`src/design/cfa_pkg.sv`:
```
// ----------------------------------------------------------------------------
// Complementary filter attitude package
// Shared item types, datapath command codes, controller states and the
// CORDIC arctangent table.
// ----------------------------------------------------------------------------
package cfa_pkg;

  localparam int CORDIC_STEPS_DEF = 16;
  localparam int ANGLE_WIDTH_DEF  = 24;

  localparam int CFG_IDX_W  = 4;
  localparam int CFG_DATA_W = 16;

  localparam logic [CFG_IDX_W-1:0] CFG_BLEND_WEIGHT = CFG_IDX_W'(0);
  localparam logic [CFG_IDX_W-1:0] CFG_STEP_TIME    = CFG_IDX_W'(1);

  localparam logic [15:0] BLEND_RESET = 16'd62915;
  localparam logic [15:0] STEP_RESET  = 16'd6554;

  localparam int CNT_W      = 5;   // covers up to 32 CORDIC steps
  localparam int ROOT_STEPS = 16;
  localparam int XW         = 35; // CORDIC x/y width
  localparam int ZW         = 26; // CORDIC angle width
  localparam int MA_W       = 34;
  localparam int MB_W       = 24;
  localparam int PW         = MA_W + MB_W;
  localparam int PRESHIFT   = 14;

  localparam logic signed [MB_W-1:0] RAD2DEG_Q16 = 24'sd3754936;
  localparam logic signed [ZW-1:0]   DEG180_Q14  = 26'sd2949120;

  typedef struct packed {
    logic signed [15:0] accel_x;
    logic signed [15:0] accel_y;
    logic signed [15:0] accel_z;
    logic signed [15:0] rate_pitch_axis;
    logic signed [15:0] rate_roll_axis;
    logic signed [23:0] baro_height;
  } in_item_t;

  typedef struct packed {
    logic signed [23:0] pitch_estimate;
    logic signed [23:0] roll_estimate;
    logic signed [23:0] height_out;
  } out_item_t;

  typedef enum logic [3:0] {
    DP_IDLE,
    DP_LOAD,
    DP_SQ_X,
    DP_SQ_Z,
    DP_ROOT,
    DP_CRD_ROLL,
    DP_CRD_PITCH,
    DP_CRD_ITER,
    DP_MUL_RS,
    DP_MUL_RD,
    DP_MUL_WH,
    DP_MUL_WA,
    DP_FUSE,
    DP_WRITE
  } dp_op_e;

  typedef struct packed {
    dp_op_e           op;
    logic             pitch;
    logic [CNT_W-1:0] idx;
  } dp_cmd_t;

  typedef enum logic [3:0] {
    ST_IDLE,
    ST_SQ_X,
    ST_SQ_Z,
    ST_ROOT,
    ST_ROLL_LOAD,
    ST_ROLL_ITER,
    ST_PITCH_LOAD,
    ST_PITCH_ITER,
    ST_BLEND_PITCH,
    ST_BLEND_ROLL,
    ST_WRITE
  } state_e;

  // atan(2^-i) in Q11.14 degrees
  function automatic logic signed [ZW-1:0] atan_deg(input logic [CNT_W-1:0] i);
    logic signed [ZW-1:0] r;
    case (i)
      5'd0:    r = 26'sd737280;
      5'd1:    r = 26'sd435242;
      5'd2:    r = 26'sd229970;
      5'd3:    r = 26'sd116736;
      5'd4:    r = 26'sd58595;
      5'd5:    r = 26'sd29326;
      5'd6:    r = 26'sd14667;
      5'd7:    r = 26'sd7334;
      5'd8:    r = 26'sd3667;
      5'd9:    r = 26'sd1833;
      5'd10:   r = 26'sd917;
      5'd11:   r = 26'sd458;
      5'd12:   r = 26'sd229;
      5'd13:   r = 26'sd115;
      5'd14:   r = 26'sd57;
      5'd15:   r = 26'sd29;
      5'd16:   r = 26'sd14;
      5'd17:   r = 26'sd7;
      5'd18:   r = 26'sd4;
      5'd19:   r = 26'sd2;
      5'd20:   r = 26'sd1;
      default: r = 26'sd0;
    endcase
    return r;
  endfunction

endpackage

```
`src/design/cfa_ctrl.sv`:
```
// ----------------------------------------------------------------------------
// Complementary filter attitude controller
// Sequences square, root, two vectoring passes, the blend and the output write.
// ----------------------------------------------------------------------------
module cfa_ctrl #(
  parameter int CORDIC_STEPS = cfa_pkg::CORDIC_STEPS_DEF
) (
  input  logic             clk_i,
  input  logic             rst_ni,
  input  logic             in_valid_i,
  output logic             in_ready_o,
  output logic             out_valid_o,
  input  logic             out_ready_i,
  output cfa_pkg::dp_cmd_t cmd_o
);
  import cfa_pkg::*;

  localparam logic [CNT_W-1:0] CRD_LAST   = CNT_W'(CORDIC_STEPS - 1);
  localparam logic [CNT_W-1:0] ROOT_LAST  = CNT_W'(ROOT_STEPS - 1);
  localparam logic [CNT_W-1:0] BLEND_RS   = CNT_W'(0);
  localparam logic [CNT_W-1:0] BLEND_RD   = CNT_W'(1);
  localparam logic [CNT_W-1:0] BLEND_WH   = CNT_W'(2);
  localparam logic [CNT_W-1:0] BLEND_WA   = CNT_W'(3);
  localparam logic [CNT_W-1:0] BLEND_FUSE = CNT_W'(4);

  state_e           state_q, state_d;
  logic [CNT_W-1:0] cnt_q, cnt_d;
  logic             out_valid_q, out_valid_d;
  logic             slot_free;
  dp_op_e           blend_op;

  assign slot_free = !out_valid_q || out_ready_i;

  always_comb begin
    case (cnt_q)
      BLEND_RS:   blend_op = DP_MUL_RS;
      BLEND_RD:   blend_op = DP_MUL_RD;
      BLEND_WH:   blend_op = DP_MUL_WH;
      BLEND_WA:   blend_op = DP_MUL_WA;
      BLEND_FUSE: blend_op = DP_FUSE;
      default:    blend_op = DP_IDLE;
    endcase
  end

  // next state
  always_comb begin
    state_d = state_q;
    cnt_d   = cnt_q;
    case (state_q)
      ST_IDLE: begin
        cnt_d = '0;
        if (in_valid_i) state_d = ST_SQ_X;
      end
      ST_SQ_X: state_d = ST_SQ_Z;
      ST_SQ_Z: state_d = ST_ROOT;
      ST_ROOT: begin
        cnt_d = cnt_q + 1'b1;
        if (cnt_q == ROOT_LAST) begin
          cnt_d   = '0;
          state_d = ST_ROLL_LOAD;
        end
      end
      ST_ROLL_LOAD: state_d = ST_ROLL_ITER;
      ST_ROLL_ITER: begin
        cnt_d = cnt_q + 1'b1;
        if (cnt_q == CRD_LAST) begin
          cnt_d   = '0;
          state_d = ST_PITCH_LOAD;
        end
      end
      ST_PITCH_LOAD: state_d = ST_PITCH_ITER;
      ST_PITCH_ITER: begin
        cnt_d = cnt_q + 1'b1;
        if (cnt_q == CRD_LAST) begin
          cnt_d   = '0;
          state_d = ST_BLEND_PITCH;
        end
      end
      ST_BLEND_PITCH: begin
        cnt_d = cnt_q + 1'b1;
        if (cnt_q == BLEND_FUSE) begin
          cnt_d   = '0;
          state_d = ST_BLEND_ROLL;
        end
      end
      ST_BLEND_ROLL: begin
        cnt_d = cnt_q + 1'b1;
        if (cnt_q == BLEND_FUSE) begin
          cnt_d   = '0;
          state_d = ST_WRITE;
        end
      end
      ST_WRITE: begin
        if (slot_free) state_d = ST_IDLE;
      end
      default: state_d = ST_IDLE;
    endcase
  end

  // outputs
  always_comb begin
    in_ready_o  = 1'b0;
    cmd_o.op    = DP_IDLE;
    cmd_o.pitch = 1'b0;
    cmd_o.idx   = cnt_q;
    out_valid_d = out_valid_q && !out_ready_i;
    case (state_q)
      ST_IDLE: begin
        in_ready_o = 1'b1;
        if (in_valid_i) cmd_o.op = DP_LOAD;
      end
      ST_SQ_X:       cmd_o.op = DP_SQ_X;
      ST_SQ_Z:       cmd_o.op = DP_SQ_Z;
      ST_ROOT:       cmd_o.op = DP_ROOT;
      ST_ROLL_LOAD:  cmd_o.op = DP_CRD_ROLL;
      ST_ROLL_ITER:  cmd_o.op = DP_CRD_ITER;
      ST_PITCH_LOAD: cmd_o.op = DP_CRD_PITCH;
      ST_PITCH_ITER: cmd_o.op = DP_CRD_ITER;
      ST_BLEND_PITCH: begin
        cmd_o.op    = blend_op;
        cmd_o.pitch = 1'b1;
      end
      ST_BLEND_ROLL: cmd_o.op = blend_op;
      ST_WRITE: begin
        if (slot_free) begin
          cmd_o.op    = DP_WRITE;
          out_valid_d = 1'b1;
        end
      end
      default: cmd_o.op = DP_IDLE;
    endcase
  end

  always_ff @(posedge clk_i or negedge rst_ni) begin
    if (!rst_ni) begin
      state_q     <= ST_IDLE;
      cnt_q       <= '0;
      out_valid_q <= 1'b0;
    end else begin
      state_q     <= state_d;
      cnt_q       <= cnt_d;
      out_valid_q <= out_valid_d;
    end
  end

  assign out_valid_o = out_valid_q;

  a_accept_starts : assert property (@(posedge clk_i) disable iff (!rst_ni)
    (in_valid_i && in_ready_o) |=> (state_q == ST_SQ_X))
    else $error("accepted item did not start the square step");

  a_valid_from_write : assert property (@(posedge clk_i) disable iff (!rst_ni)
    $rose(out_valid_q) |-> $past(state_q == ST_WRITE))
    else $error("result raised outside the write step");

  a_write_lands : assert property (@(posedge clk_i) disable iff (!rst_ni)
    (state_q == ST_WRITE && slot_free) |=> (out_valid_q && state_q == ST_IDLE))
    else $error("write step did not post a result");

endmodule

```
`config.mk`:
```
export PLATFORM = sky130hd
export DESIGN_NAME = cfa_ctrl
export DESIGN_NICKNAME = d
export VERILOG_FILES = /design/src/design/cfa_pkg.sv /design/src/design/cfa_ctrl.sv
export SDC_FILE = /design/constraint.sdc
export NUM_CORES = 1
export LEC_CHECK = 0
export BUFFER_PORTS_ARGS = -buffer_cell sky130_fd_sc_hd__buf_2
export CAP_MARGIN = 15
export CORE_ASPECT_RATIO = 0.7
export CORE_MARGIN = 4
export CORE_UTILIZATION = 40
export CTS_CLUSTER_SIZE = 20
export DETAILED_ROUTE_END_ITERATION = 10
export GPL_TIMING_DRIVEN = 0
export PLACE_DENSITY_LB_ADDON = 0.08
export SLEW_MARGIN = 20
export SYNTH_ARGS = -nofsm -noshare
export SYNTH_HDL_FRONTEND = slang
export SYNTH_SLANG_ARGS = --single-unit
```
`constraint.sdc`:
```
create_clock -name clk_i -period 3.8 [get_ports clk_i]
set_input_delay 0.57 -clock clk_i [delete_from_list [all_inputs] [get_ports clk_i]]
set_output_delay 0.57 -clock clk_i [all_outputs]
set_load 0.02 [all_outputs]
```
==> flow_summary_export.csv <==
group,metric,value,unit
status,outcome,"finished clean",
floorplanning,io_pins,16,
global_routing,grt_overflow,0,
power,combPwrFrac,67.6,%
synth,ys_seq_elements,10,
clock_network,cts_inserted_buffers,3,
synth,synth_edf_count,0,
synth,synth_area_leader_cell,"dfrtp_1",
clock_network,post_cts_buffers,0,
global_routing,gr-usage-met1,20.7,%
synth,yosysSeqAreaShare,29.7,%
power,switching_power,462,µW
floorplanning,fp.dieH,46.4,µm
placement,dp_hpwl,1480,µm
sta,finalHoldViolations,0,
routing,drt_iter0_drc,31,
synth,yosysMostFrequentCell,"nor2_1",
sta,hold_ws,0.153,ns
clock_network,clk_path_buf_depth,2,
synth,synth.area.top_cells,"dfrtp_1 30%, ha_1 8.9%, nor2_1 5.3%",
clock_network,cts.reportedPaths.clkPinSlew,0.07,ns
routing,via_count,740,
clock_network,cts_root_buf,"clkbuf_4",
synth,synthArstFlopShare,100,%
synth,ys.flop_type,"dfrtp_1",
layout,seq_area,250,µm²
global_routing,grtUsageMet3,4.88,%
layout,fill_cells,186,
sta,rsz0062_at_grt,"false",
global_routing,busiest_layer,"met1",
power,peakVddDrop,0.000363,V
global_routing,grt_pass1_vias,662,
sta,setup_viol,0,
placement,place.port_buffers,15,
synth,synth_top_area_share,29.7,%
power,pwr-share-clk,10.3,%
routing,antenna_left,0,
power,p_leak,0.000476,µW
worst_setup_path,path_max_fanout,5,
sta,worst_pin_slew,0.452,ns
layout,design_area,981,µm²
sta,setup-tns-final,0,ns
layout,area_growth,16.5,%
routing,finalWirelength,1880,µm
layout,diodes,0,
routing,first_pass_iters,5,
synth,yosys-top-cells-count,"12 x nor2_1, 10 x dfrtp_1, 7 x inv_1, 6 x ha_1, 6 x o21ai_0",
synth,ys_types,38,
sta,maxSlewViolCount,0,
worst_setup_path,end_kind,"primary output",
synth,synth_cells,94,
job,drv_cap,0,
sta,slew_headroom,69.7,%
global_routing,grt_pass1_wl,3170,µm
sta,finalCritPeriodShare,65.8,%
global_routing,grt.total_usage,14.3,%
layout,multiInputGateArea,514,µm²
synth,synth_nets,104,
power,sequentialPowerShare,22.1,%
power,sw_frac_of_total,49.4,%
floorplanning,core_area,1920,µm²
floorplanning,rows,13,
worst_setup_path,worstPathRequired,3.23,ns
power,power_density,954,nW/µm²
synth,yosys_warnings,0,
placement,placed_cell_area,945,µm²
floorplanning,dieWidth,62.8,µm
clock_network,cts_tree,"done",
global_routing,grt_start_max_net_pins,11,
placement,placed_cells,131,
worst_setup_path,criticalPathCategory,"reg -> out",
worst_setup_path,worstRegToRegCells,7,
clock_network,ctsResizeCount,0,
power,p_int,474,µW
global_routing,use_met2,20.6,%
synth,synth.avg_cell_area,8.96,µm²
layout,layout-drive-gt1-share,30.1,%
placement,place_congestion,0.840,
routing,detail_route.drc_violations,0,
floorplanning,dieArea,2910,µm²
hold_path,hold_path_class,"in -> async",
clock_network,worst_skew_pair.late_latency,0.27,ns
routing,via_per_inst,5.48,
clock_network,cts_sinks,10,
layout,fin_cells,135,
floorplanning,initial_core_util,43.9,%
sta,fin_skew,0.00351,ns
routing,wl_per_cell,13.9,µm
clock_network,cts_max_level,1,
synth,syn_area,842,µm²
sta,finalCriticalPeriod,2.50,ns
worst_setup_path,startpoint_type,"flop",
layout,final_util,51.1,%
worst_setup_path,critPathArrivalTime,1.93,ns
layout,nNetsFinal,124,
sta,clock.fmax,400,MHz
clock_network,ctsHoldBuffers,0,
global_routing,antenna_found_initial,0,
power by group through the flow:
stage | logic [µW] | clock network (µW) | registers (µW)
2_1_floorplan | 468 | 0 | 216
3_3_place_gp | 626 | 0 | 206
3_5_place_dp | 632 | 0 | 207
4_1_cts | 635 | 101 | 206
5_1_grt | 700 | 105 | 214
6_report | 633 | 96.4 | 207
cells in the final DEF (no fill, tap or decap), drive strengths merged, types with 2 or more instances in the layout:
cell type	n
a21o	2
a21oi	4
a22o	2
buf	18
clkbuf	6
dfrtp	10
ha	6
inv	7
nand2	5
nand3	3
nand3b	2
nor2	13
nor2b	2
nor3	3
nor4	2
o21ai	7
o31ai	5
or2b	2
logic make-up after synthesis:
group | synth area share (%)
AOI/OAI and AO/OA | 22.0
DFF | 29.7
muxes | 2.53
and+or+nand+nor | 26.6
buffers and inverters | 9.21
adders and majority gates | 8.92
xor gates and xnor gates | 1.04
stage by stage:
stage	worst slack [ns]	power, µW
after floorplan	1.82	684
after global placement	1.62	832
after detailed placement	1.62	839
after CTS	1.32	941
after global routing	1.20	1020
final	1.30	936
routing by layer:
layer  wire length, µm  share of wire, %
met1               952                51
met2               786                42
met3               134               7.1
met4                 9              0.48
met5                 0                 0
registers in the layout, summed over array words and instances, names as in the netlist:
signal / flops
cnt_q: 5
out_valid_o: 1
state_q: 4
worst paths after layout:
check | startpoint | endpoint | slack (ns)
min in group clk_i | cnt_q[1] | cnt_q[1] | 0.61
worst min-delay path | rst_ni | out_valid_o | 0.15
worst max register to register | cnt_q[0] | state_q[0] | 1.78
worst min register to register | cnt_q[1] | cnt_q[1] | 0.61
worst max-delay path | state_q[1] | cmd_o[6] | 1.30
max in group asynchronous | rst_ni | state_q[3] | 3.45
worst max-delay path: stages (launching register included):
cell,delay [ns]
dfrtp_1,0.44
or3b_1,0.49
nor4_1,0.25
o21ai_0,0.17
o221ai_1,0.10
buf_2,0.20
area by class of cell:
| cell class | instances | share of cell area, % |
|---|---|---|
| inverter | 7 | 2.68 |
| tap | 22 | 2.81 |
| timing repair buffer | 15 | 7.65 |
| sequential | 10 | 25.5 |
| multi-input combinational | 72 | 52.4 |
| buffer | 5 | 5.23 |
| clock buffer | 4 | 3.70 |
No activity file was read; power rests on OpenSTA's default activity.
