$ cat src/design/cfa_pkg.sv
// ----------------------------------------------------------------------------
// Complementary filter attitude package
// Shared item types, datapath command codes, controller states and the
// CORDIC arctangent table.
// ----------------------------------------------------------------------------
package cfa_pkg;

  localparam int CORDIC_STEPS_DEF = 16;
  localparam int ANGLE_WIDTH_DEF  = 24;

  localparam int CFG_IDX_W  = 4;
  localparam int CFG_DATA_W = 16;

  localparam logic [CFG_IDX_W-1:0] CFG_BLEND_WEIGHT = CFG_IDX_W'(0);
  localparam logic [CFG_IDX_W-1:0] CFG_STEP_TIME    = CFG_IDX_W'(1);

  localparam logic [15:0] BLEND_RESET = 16'd62915;
  localparam logic [15:0] STEP_RESET  = 16'd6554;

  localparam int CNT_W      = 5;   // covers up to 32 CORDIC steps
  localparam int ROOT_STEPS = 16;
  localparam int XW         = 35; // CORDIC x/y width
  localparam int ZW         = 26; // CORDIC angle width
  localparam int MA_W       = 34;
  localparam int MB_W       = 24;
  localparam int PW         = MA_W + MB_W;
  localparam int PRESHIFT   = 14;

  localparam logic signed [MB_W-1:0] RAD2DEG_Q16 = 24'sd3754936;
  localparam logic signed [ZW-1:0]   DEG180_Q14  = 26'sd2949120;

  typedef struct packed {
    logic signed [15:0] accel_x;
    logic signed [15:0] accel_y;
    logic signed [15:0] accel_z;
    logic signed [15:0] rate_pitch_axis;
    logic signed [15:0] rate_roll_axis;
    logic signed [23:0] baro_height;
  } in_item_t;

  typedef struct packed {
    logic signed [23:0] pitch_estimate;
    logic signed [23:0] roll_estimate;
    logic signed [23:0] height_out;
  } out_item_t;

  typedef enum logic [3:0] {
    DP_IDLE,
    DP_LOAD,
    DP_SQ_X,
    DP_SQ_Z,
    DP_ROOT,
    DP_CRD_ROLL,
    DP_CRD_PITCH,
    DP_CRD_ITER,
    DP_MUL_RS,
    DP_MUL_RD,
    DP_MUL_WH,
    DP_MUL_WA,
    DP_FUSE,
    DP_WRITE
  } dp_op_e;

  typedef struct packed {
    dp_op_e           op;
    logic             pitch;
    logic [CNT_W-1:0] idx;
  } dp_cmd_t;

  typedef enum logic [3:0] {
    ST_IDLE,
    ST_SQ_X,
    ST_SQ_Z,
    ST_ROOT,
    ST_ROLL_LOAD,
    ST_ROLL_ITER,
    ST_PITCH_LOAD,
    ST_PITCH_ITER,
    ST_BLEND_PITCH,
    ST_BLEND_ROLL,
    ST_WRITE
  } state_e;

  // atan(2^-i) in Q11.14 degrees
  function automatic logic signed [ZW-1:0] atan_deg(input logic [CNT_W-1:0] i);
    logic signed [ZW-1:0] r;
    case (i)
      5'd0:    r = 26'sd737280;
      5'd1:    r = 26'sd435242;
      5'd2:    r = 26'sd229970;
      5'd3:    r = 26'sd116736;
      5'd4:    r = 26'sd58595;
      5'd5:    r = 26'sd29326;
      5'd6:    r = 26'sd14667;
      5'd7:    r = 26'sd7334;
      5'd8:    r = 26'sd3667;
      5'd9:    r = 26'sd1833;
      5'd10:   r = 26'sd917;
      5'd11:   r = 26'sd458;
      5'd12:   r = 26'sd229;
      5'd13:   r = 26'sd115;
      5'd14:   r = 26'sd57;
      5'd15:   r = 26'sd29;
      5'd16:   r = 26'sd14;
      5'd17:   r = 26'sd7;
      5'd18:   r = 26'sd4;
      5'd19:   r = 26'sd2;
      5'd20:   r = 26'sd1;
      default: r = 26'sd0;
    endcase
    return r;
  endfunction

endpackage

$ cat src/design/cfa_datapath.sv
// ----------------------------------------------------------------------------
// Complementary filter attitude datapath
// Shared multiplier, bit-serial root, CORDIC vectoring unit, blend and state.
// ----------------------------------------------------------------------------
module cfa_datapath #(
  parameter int ANGLE_WIDTH = cfa_pkg::ANGLE_WIDTH_DEF
) (
  input  logic                         clk_i,
  input  logic                         rst_ni,
  input  cfa_pkg::dp_cmd_t             cmd_i,
  input  cfa_pkg::in_item_t            in_item_i,
  input  logic                         cfg_we_i,
  input  logic [cfa_pkg::CFG_IDX_W-1:0]  cfg_idx_i,
  input  logic [cfa_pkg::CFG_DATA_W-1:0] cfg_wdata_i,
  output cfa_pkg::out_item_t           out_item_o
);
  import cfa_pkg::*;

  localparam int SW = PW + 1;
  localparam logic signed [SW-1:0] SAT_HI = (SW'(1) <<< (ANGLE_WIDTH - 1)) - SW'(1);
  localparam logic signed [SW-1:0] SAT_LO = -SAT_HI - SW'(1);

  in_item_t                in_q;
  logic [15:0]             blend_q, step_q;
  logic [31:0]             n_q, root_q;
  logic signed [XW-1:0]    x_q, y_q;
  logic signed [ZW-1:0]    z_q, roll_acc_q;
  logic                    zero_q;
  logic signed [PW-1:0]    prod_q, wh_q;
  logic signed [ANGLE_WIDTH-1:0] pitch_held_q, roll_held_q;
  out_item_t               out_q;

  logic signed [MA_W-1:0]  mul_a;
  logic signed [MB_W-1:0]  mul_b;
  logic signed [PW-1:0]    prod;
  logic signed [PW-1:0]    inc_full;
  logic signed [27:0]      inc;
  logic signed [ANGLE_WIDTH-1:0] held_sel;
  logic signed [ZW-1:0]    acc_sel, pitch_acc;
  logic signed [15:0]      rate_sel;

  // hold the accelerometer angle at zero when both operands were zero
  assign pitch_acc = zero_q ? '0 : z_q;
  assign held_sel  = cmd_i.pitch ? pitch_held_q : roll_held_q;
  assign acc_sel   = cmd_i.pitch ? pitch_acc : roll_acc_q;
  assign rate_sel  = cmd_i.pitch ? in_q.rate_pitch_axis : in_q.rate_roll_axis;
  assign inc_full  = prod_q + (PW'(1) <<< 29);
  assign inc       = inc_full[PW-1:30];

  always_comb begin
    mul_a = '0;
    mul_b = '0;
    case (cmd_i.op)
      DP_SQ_X: begin
        mul_a = MA_W'(in_q.accel_x);
        mul_b = MB_W'(in_q.accel_x);
      end
      DP_SQ_Z: begin
        mul_a = MA_W'(in_q.accel_z);
        mul_b = MB_W'(in_q.accel_z);
      end
      DP_MUL_RS: begin
        mul_a = MA_W'(rate_sel);
        mul_b = {8'd0, step_q};
      end
      DP_MUL_RD: begin
        mul_a = prod_q[MA_W-1:0];
        mul_b = RAD2DEG_Q16;
      end
      DP_MUL_WH: begin
        mul_a = MA_W'(held_sel) + MA_W'(inc);
        mul_b = {8'd0, blend_q};
      end
      DP_MUL_WA: begin
        mul_a = MA_W'(acc_sel);
        mul_b = MB_W'(24'd65536 - {8'd0, blend_q});
      end
      default: begin
        mul_a = '0;
        mul_b = '0;
      end
    endcase
  end

  assign prod = mul_a * mul_b;

  // root step
  logic [4:0]  root_sh;
  logic [31:0] root_bit, root_sum;
  assign root_sh  = 5'd30 - {cmd_i.idx[3:0], 1'b0};
  assign root_bit = 32'd1 << root_sh;
  assign root_sum = root_q + root_bit;

  // vectoring load
  logic signed [16:0]    ld_x, ld_y, nx, ny;
  logic signed [ZW-1:0]  ld_z;
  always_comb begin
    if (cmd_i.op == DP_CRD_PITCH) begin
      ld_y = 17'(in_q.accel_y);
      ld_x = $signed(root_q[16:0]);
    end else begin
      ld_y = -17'(in_q.accel_x);
      ld_x = 17'(in_q.accel_z);
    end
    if (ld_x[16]) begin
      ld_z = ld_y[16] ? -DEG180_Q14 : DEG180_Q14;
      nx   = -ld_x;
      ny   = -ld_y;
    end else begin
      ld_z = '0;
      nx   = ld_x;
      ny   = ld_y;
    end
  end

  // vectoring step
  logic signed [XW-1:0] dx, dy;
  assign dx = y_q >>> cmd_i.idx;
  assign dy = x_q >>> cmd_i.idx;

  // blend
  logic signed [SW-1:0] sum, shd, sat;
  always_comb begin
    sum = SW'(wh_q) + SW'(prod_q) + SW'(32768);
    shd = sum >>> 16;
    if (shd > SAT_HI)      sat = SAT_HI;
    else if (shd < SAT_LO) sat = SAT_LO;
    else                   sat = shd;
  end

  logic signed [MA_W-1:0] pitch_wide, roll_wide;
  assign pitch_wide = MA_W'(pitch_held_q);
  assign roll_wide  = MA_W'(roll_held_q);

  always_ff @(posedge clk_i or negedge rst_ni) begin
    if (!rst_ni) begin
      blend_q      <= BLEND_RESET;
      step_q       <= STEP_RESET;
      pitch_held_q <= '0;
      roll_held_q  <= '0;
    end else begin
      if (cfg_we_i) begin
        case (cfg_idx_i)
          CFG_BLEND_WEIGHT: blend_q <= cfg_wdata_i;
          CFG_STEP_TIME:    step_q  <= cfg_wdata_i;
          default: ;
        endcase
      end
      if (cmd_i.op == DP_FUSE) begin
        if (cmd_i.pitch) pitch_held_q <= sat[ANGLE_WIDTH-1:0];
        else             roll_held_q  <= sat[ANGLE_WIDTH-1:0];
      end
    end
  end

  always_ff @(posedge clk_i) begin
    case (cmd_i.op)
      DP_LOAD: begin
        in_q   <= in_item_i;
        root_q <= '0;
      end
      DP_SQ_X: n_q <= prod[31:0];
      DP_SQ_Z: n_q <= n_q + prod[31:0];
      DP_ROOT: begin
        if (n_q >= root_sum) begin
          n_q    <= n_q - root_sum;
          root_q <= (root_q >> 1) + root_bit;
        end else begin
          root_q <= root_q >> 1;
        end
      end
      DP_CRD_ROLL, DP_CRD_PITCH: begin
        if (cmd_i.op == DP_CRD_PITCH) roll_acc_q <= pitch_acc;
        zero_q <= (ld_x == '0) && (ld_y == '0);
        x_q    <= XW'(nx) <<< PRESHIFT;
        y_q    <= XW'(ny) <<< PRESHIFT;
        z_q    <= ld_z;
      end
      DP_CRD_ITER: begin
        if (!y_q[XW-1]) begin
          x_q <= x_q + dx;
          y_q <= y_q - dy;
          z_q <= z_q + atan_deg(cmd_i.idx);
        end else begin
          x_q <= x_q - dx;
          y_q <= y_q + dy;
          z_q <= z_q - atan_deg(cmd_i.idx);
        end
      end
      DP_MUL_RS, DP_MUL_RD, DP_MUL_WA: prod_q <= prod;
      DP_MUL_WH: wh_q <= prod;
      DP_WRITE: begin
        out_q.pitch_estimate <= pitch_wide[23:0];
        out_q.roll_estimate  <= roll_wide[23:0];
        out_q.height_out     <= in_q.baro_height;
      end
      default: ;
    endcase
  end

  assign out_item_o = out_q;

endmodule
$ cat config.mk
export PLATFORM = sky130hd
export DESIGN_NAME = cfa_datapath
export DESIGN_NICKNAME = d
export VERILOG_FILES = /design/src/design/cfa_pkg.sv /design/src/design/cfa_datapath.sv
export SDC_FILE = /design/constraint.sdc
export NUM_CORES = 2
export LEC_CHECK = 0
export BUFFER_PORTS_ARGS = -buffer_cell sky130_fd_sc_hd__buf_2
export CORE_MARGIN = 4
export CORE_UTILIZATION = 40
export CTS_CLUSTER_SIZE = 30
export DETAILED_ROUTE_END_ITERATION = 12
export SYNTH_ARGS = -nofsm -noshare
export SYNTH_HDL_FRONTEND = slang
export SYNTH_SLANG_ARGS = --single-unit
$ cat constraint.sdc
create_clock -name clk_i -period 14.3 [get_ports clk_i]
set_input_delay 2.86 -clock clk_i [delete_from_list [all_inputs] [get_ports clk_i]]
set_output_delay 2.86 -clock clk_i [all_outputs]
set_load 0.02 [all_outputs]
==> flow_metrics.env <==
export IMPL_status="finished clean"
export IMPL_post_cts_buffers=0
export IMPL_instances_no_fill=9850
export IMPL_overflow=0
export IMPL_swShare_pct=48.7
export IMPL_fin_crit_sh_pct=95.4
export IMPL_synth_nets=8770
export IMPL_vias=55700
export IMPL_grt_usage_pct=25.4
export IMPL_syn_to_final_growth_pct=9.49
export IMPL_yosysTopAreaCellShare_pct=22.8
export IMPL_clk_pin_slew_ps=60
export IMPL_avgRoutedWirePerCell_um=23.6
export IMPL_maxCapViolCount=0
export IMPL_grt_pass1_vias=56200
export IMPL_timing_fmax_ghz=0.0733
export IMPL_synth_area_leader_cell="fa_1"
export IMPL_cts_root_buf="clkbuf_16"
export IMPL_clk_latency_ps=680
export IMPL_dpl_hpwl_mm=191
export IMPL_power_density_nw_per_um2=158
export IMPL_hold_viol=0
export IMPL_max_stage_delay_ps=550
export IMPL_finClkSkew_ps=49.8
export IMPL_power_internal_mw=6.23
export IMPL_async_reset_ff_share_pct=14.3
export IMPL_maxSlewHeadroom_pct=13.0
export IMPL_startpoint="cmd_i[5]"
export IMPL_drc=0
export IMPL_peakVddDrop_v=0.000144
export IMPL_synth_ff_type="edfxtp_1"
export IMPL_cp_end_kind="register"
export IMPL_synth_area_per_cell_um2=9.57
export IMPL_rsz0062_at_grt="no"
export IMPL_start_kind="primary input"
export IMPL_ys_types=94
export IMPL_antenna_found_initial=16
export IMPL_r2r_end="n_q[30]$_DFFE_PP_"
export IMPL_drt_total_wl_mm=232
export IMPL_die_width_um=426
export IMPL_reg2reg_slack_ps=1850
export IMPL_final_setup_tns_ps=0
export IMPL_r2r_cells=48
export IMPL_setup_viol=0
export IMPL_worstPathRequired_ps=14790
export IMPL_layout_nets=8935
export IMPL_crit_end="n_q[30]$_DFFE_PP_"
export IMPL_drt_iter0_markers=4701
export IMPL_synth_edff_count=479
export IMPL_gp_congestion=0.971
export IMPL_hold_class="reg -> reg"
export IMPL_antenna_left=0
export IMPL_die_y_um=426
export IMPL_grt_pass1_wl_mm=351
export IMPL_placement_io_buffers=208
export IMPL_path_max_fanout=5
export IMPL_grt_max_degree=65
export IMPL_die_area_um2=182000
export IMPL_row_count=153
export IMPL_vias_per_cell=5.65
export IMPL_h_tree_depth=3
export IMPL_ys_seq_area_share_pct=23.5
export IMPL_synth_area_leaders="fa_1, edfxtp_1, ha_1, inv_1, nand2_1"
export IMPL_fin_crit_ps=13640
export IMPL_cts_sinks=559
export IMPL_power_switching_mw=5.90
export IMPL_ys_warn_count=0
export IMPL_start_util_pct=40.2
export IMPL_n_fill_cell=17100
export IMPL_r2r_start="prod_q[31]$_DFFE_PP_"
export IMPL_ios=209
export IMPL_arrival_ps=14130
export IMPL_place_inst=9722
export IMPL_coreArea_um2=174000
export IMPL_cp_common_cell="fa_1"
export IMPL_syn_area_um2=69900
export IMPL_synth_cells=7303
export IMPL_seq_power_share_pct=20.7
export IMPL_drt_pass1_iter_count=7
export IMPL_cp_slowest_cell="fa_1"
export IMPL_tightest_slew_ps=1290
export IMPL_clockBufferDepth=3
export IMPL_crit_type="in -> reg"
export IMPL_ys_ff_latch=559
export IMPL_finalMaxSlewViolations=0
export IMPL_p_comb_share_pct=64.4
export IMPL_cts_tree="yes"
export IMPL_drive_gt1_share_pct=10.5
export IMPL_cts_buffers=69
export IMPL_p_clk_share_pct=14.8
export IMPL_p_leak_nw=33.9
[layout make-up]
cell class	count	area, um2	share of cell area (%)
clock inverter	39	417	0.544
inverter	884	3320	4.34
sequential	559	16400	21.4
multi-input combinational	5547	49000	64.1
timing repair buffer	407	2570	3.36
antenna	2	5.00	0.00654
tap	2325	2910	3.80
clock buffer	87	1880	2.45
[metrics by stage]
stage,util (%),setup WS [ps],area [um2],hold WS (ps),power (mW)
after floorplan,-,16.7,69900,400,7.65
after global placement,42.7,-71.6,74200,400,10.2
after detailed placement,42.7,-250,74200,405,10.2
after CTS,44.0,411,76500,417,12.1
after global routing,44.0,90.7,76500,425,13.0
final,44.0,662,76500,418,12.1
[state kept, by name, summed over array words and instances, names as in the netlist, 16 cells and up]
| register | count |
|---|---|
| in_q | 104 |
| wh_q | 58 |
| roll_acc_q | 26 |
| n_q | 32 |
| y_q | 35 |
| out_item_o | 72 |
| x_q | 35 |
| prod_q | 58 |
| z_q | 26 |
| root_q | 32 |
| pitch_held_q | 24 |
| blend_q | 16 |
| roll_held_q | 24 |
| step_q | 16 |
[power by group through the flow]
| stage | clock (mW) | combinational [mW] | sequential (mW) |
|---|---|---|---|
| after floorplan | 0 | 5.26 | 2.39 |
| after global placement | 0 | 7.64 | 2.54 |
| after detailed placement | 0 | 7.69 | 2.54 |
| after CTS | 1.84 | 7.77 | 2.51 |
| after global routing | 1.91 | 8.55 | 2.53 |
| final | 1.80 | 7.81 | 2.51 |
[routing by layer]
layer	routed length, um	track usage, %
met5	19	0
met4	11700	10.4
met3	15100	3.71
met2	112000	43.2
met1	93000	32.3
[cell families (layout without fill, tap and decap cells)]
| family | count (synthesis) | count (layout) | share of synthesized area [%] |
|---|---|---|---|
| AND/OR/NAND/NOR | 2109 | 2109 | 13.5 |
| buffers and inverters | 1197 | 1417 | 6.60 |
| AO/OA/AOI/OAI | 1393 | 1393 | 13.0 |
| flip-flops | 559 | 559 | 23.5 |
| XOR/XNOR | 451 | 451 | 5.67 |
| multiplexers | 263 | 263 | 5.43 |
| other | 1 | 3 | 0.00536 |
| adder cells (fa/ha/maj) | 1330 | 1330 | 32.4 |
[worst min-delay path by stage]
stage / startpoint / end / slack (ps) / cells after the start
after CTS: in_q[3]$_DFFE_PP_ / out_item_o[3]$_DFFE_PN_ / 420 / 0
after global placement: in_q[14]$_DFFE_PP_ / out_item_o[14]$_DFFE_PN_ / 400 / 0
after global routing: in_q[6]$_DFFE_PP_ / out_item_o[6]$_DFFE_PN_ / 430 / 0
final: in_q[14]$_DFFE_PP_ / out_item_o[14]$_DFFE_PN_ / 420 / 0
after floorplan: in_q[0]$_DFFE_PP_ / out_item_o[0]$_DFFE_PN_ / 400 / 0
after detailed placement: in_q[12]$_DFFE_PP_ / out_item_o[12]$_DFFE_PN_ / 400 / 0
[worst max-delay path, delay by kind of cell]
kind	cells	cell delay, ps
multiplexers	1	340
XOR/XNOR	2	580
buffers and inverters	7	510
AO/OA/AOI/OAI	14	3000
adder cells (fa/ha/maj)	11	4660
AND/OR/NAND/NOR	14	2140
[cells in the mapped netlist, types with 15 or more instances]
master	instances
nand2_1	861
inv_1	878
a21oi_1	353
clkbuf_1	258
and2_1	71
xor2_1	191
o2111ai_1	15
nand2b_1	77
nor2_1	594
a221oi_1	15
nor4_1	26
o211ai_1	49
fa_1	796
a31oi_1	70
a211o_1	16
mux2i_1	85
o21a_1	65
nor2b_1	97
or2_2	21
nor3_1	90
nand4_1	42
edfxtp_1	479
dfstp_2	17
a22oi_1	35
xnor2_1	259
dfrtp_1	63
o21bai_1	54
o211a_1	17
and3_1	56
o31ai_1	69
mux4_2	77
ha_1	534
a21o_1	148
o21ai_0	286
buf_1	25
mux2_2	95
nand3_1	93
or3_1	26
a211oi_1	46
[cells in the final DEF, fill, tap and decap left out, drive strengths merged, types with 77 or more instances in the layout]
cell,n
a21o,148
a21oi,353
buf,407
clkbuf,87
edfxtp,479
fa,796
ha,534
inv,889
mux2,95
mux2i,87
mux4,81
nand2,863
nand2b,77
nand3,93
nor2,595
nor2b,97
nor3,91
o21ai,294
xnor2,259
xor2,191
[what timing repair did]
action,CTS,global route
setup endpoints to repair,0,4
hold endpoints to repair,0,0
hold buffers,0,0
resized for setup,0,3
(Power assumes the default switching activity.)
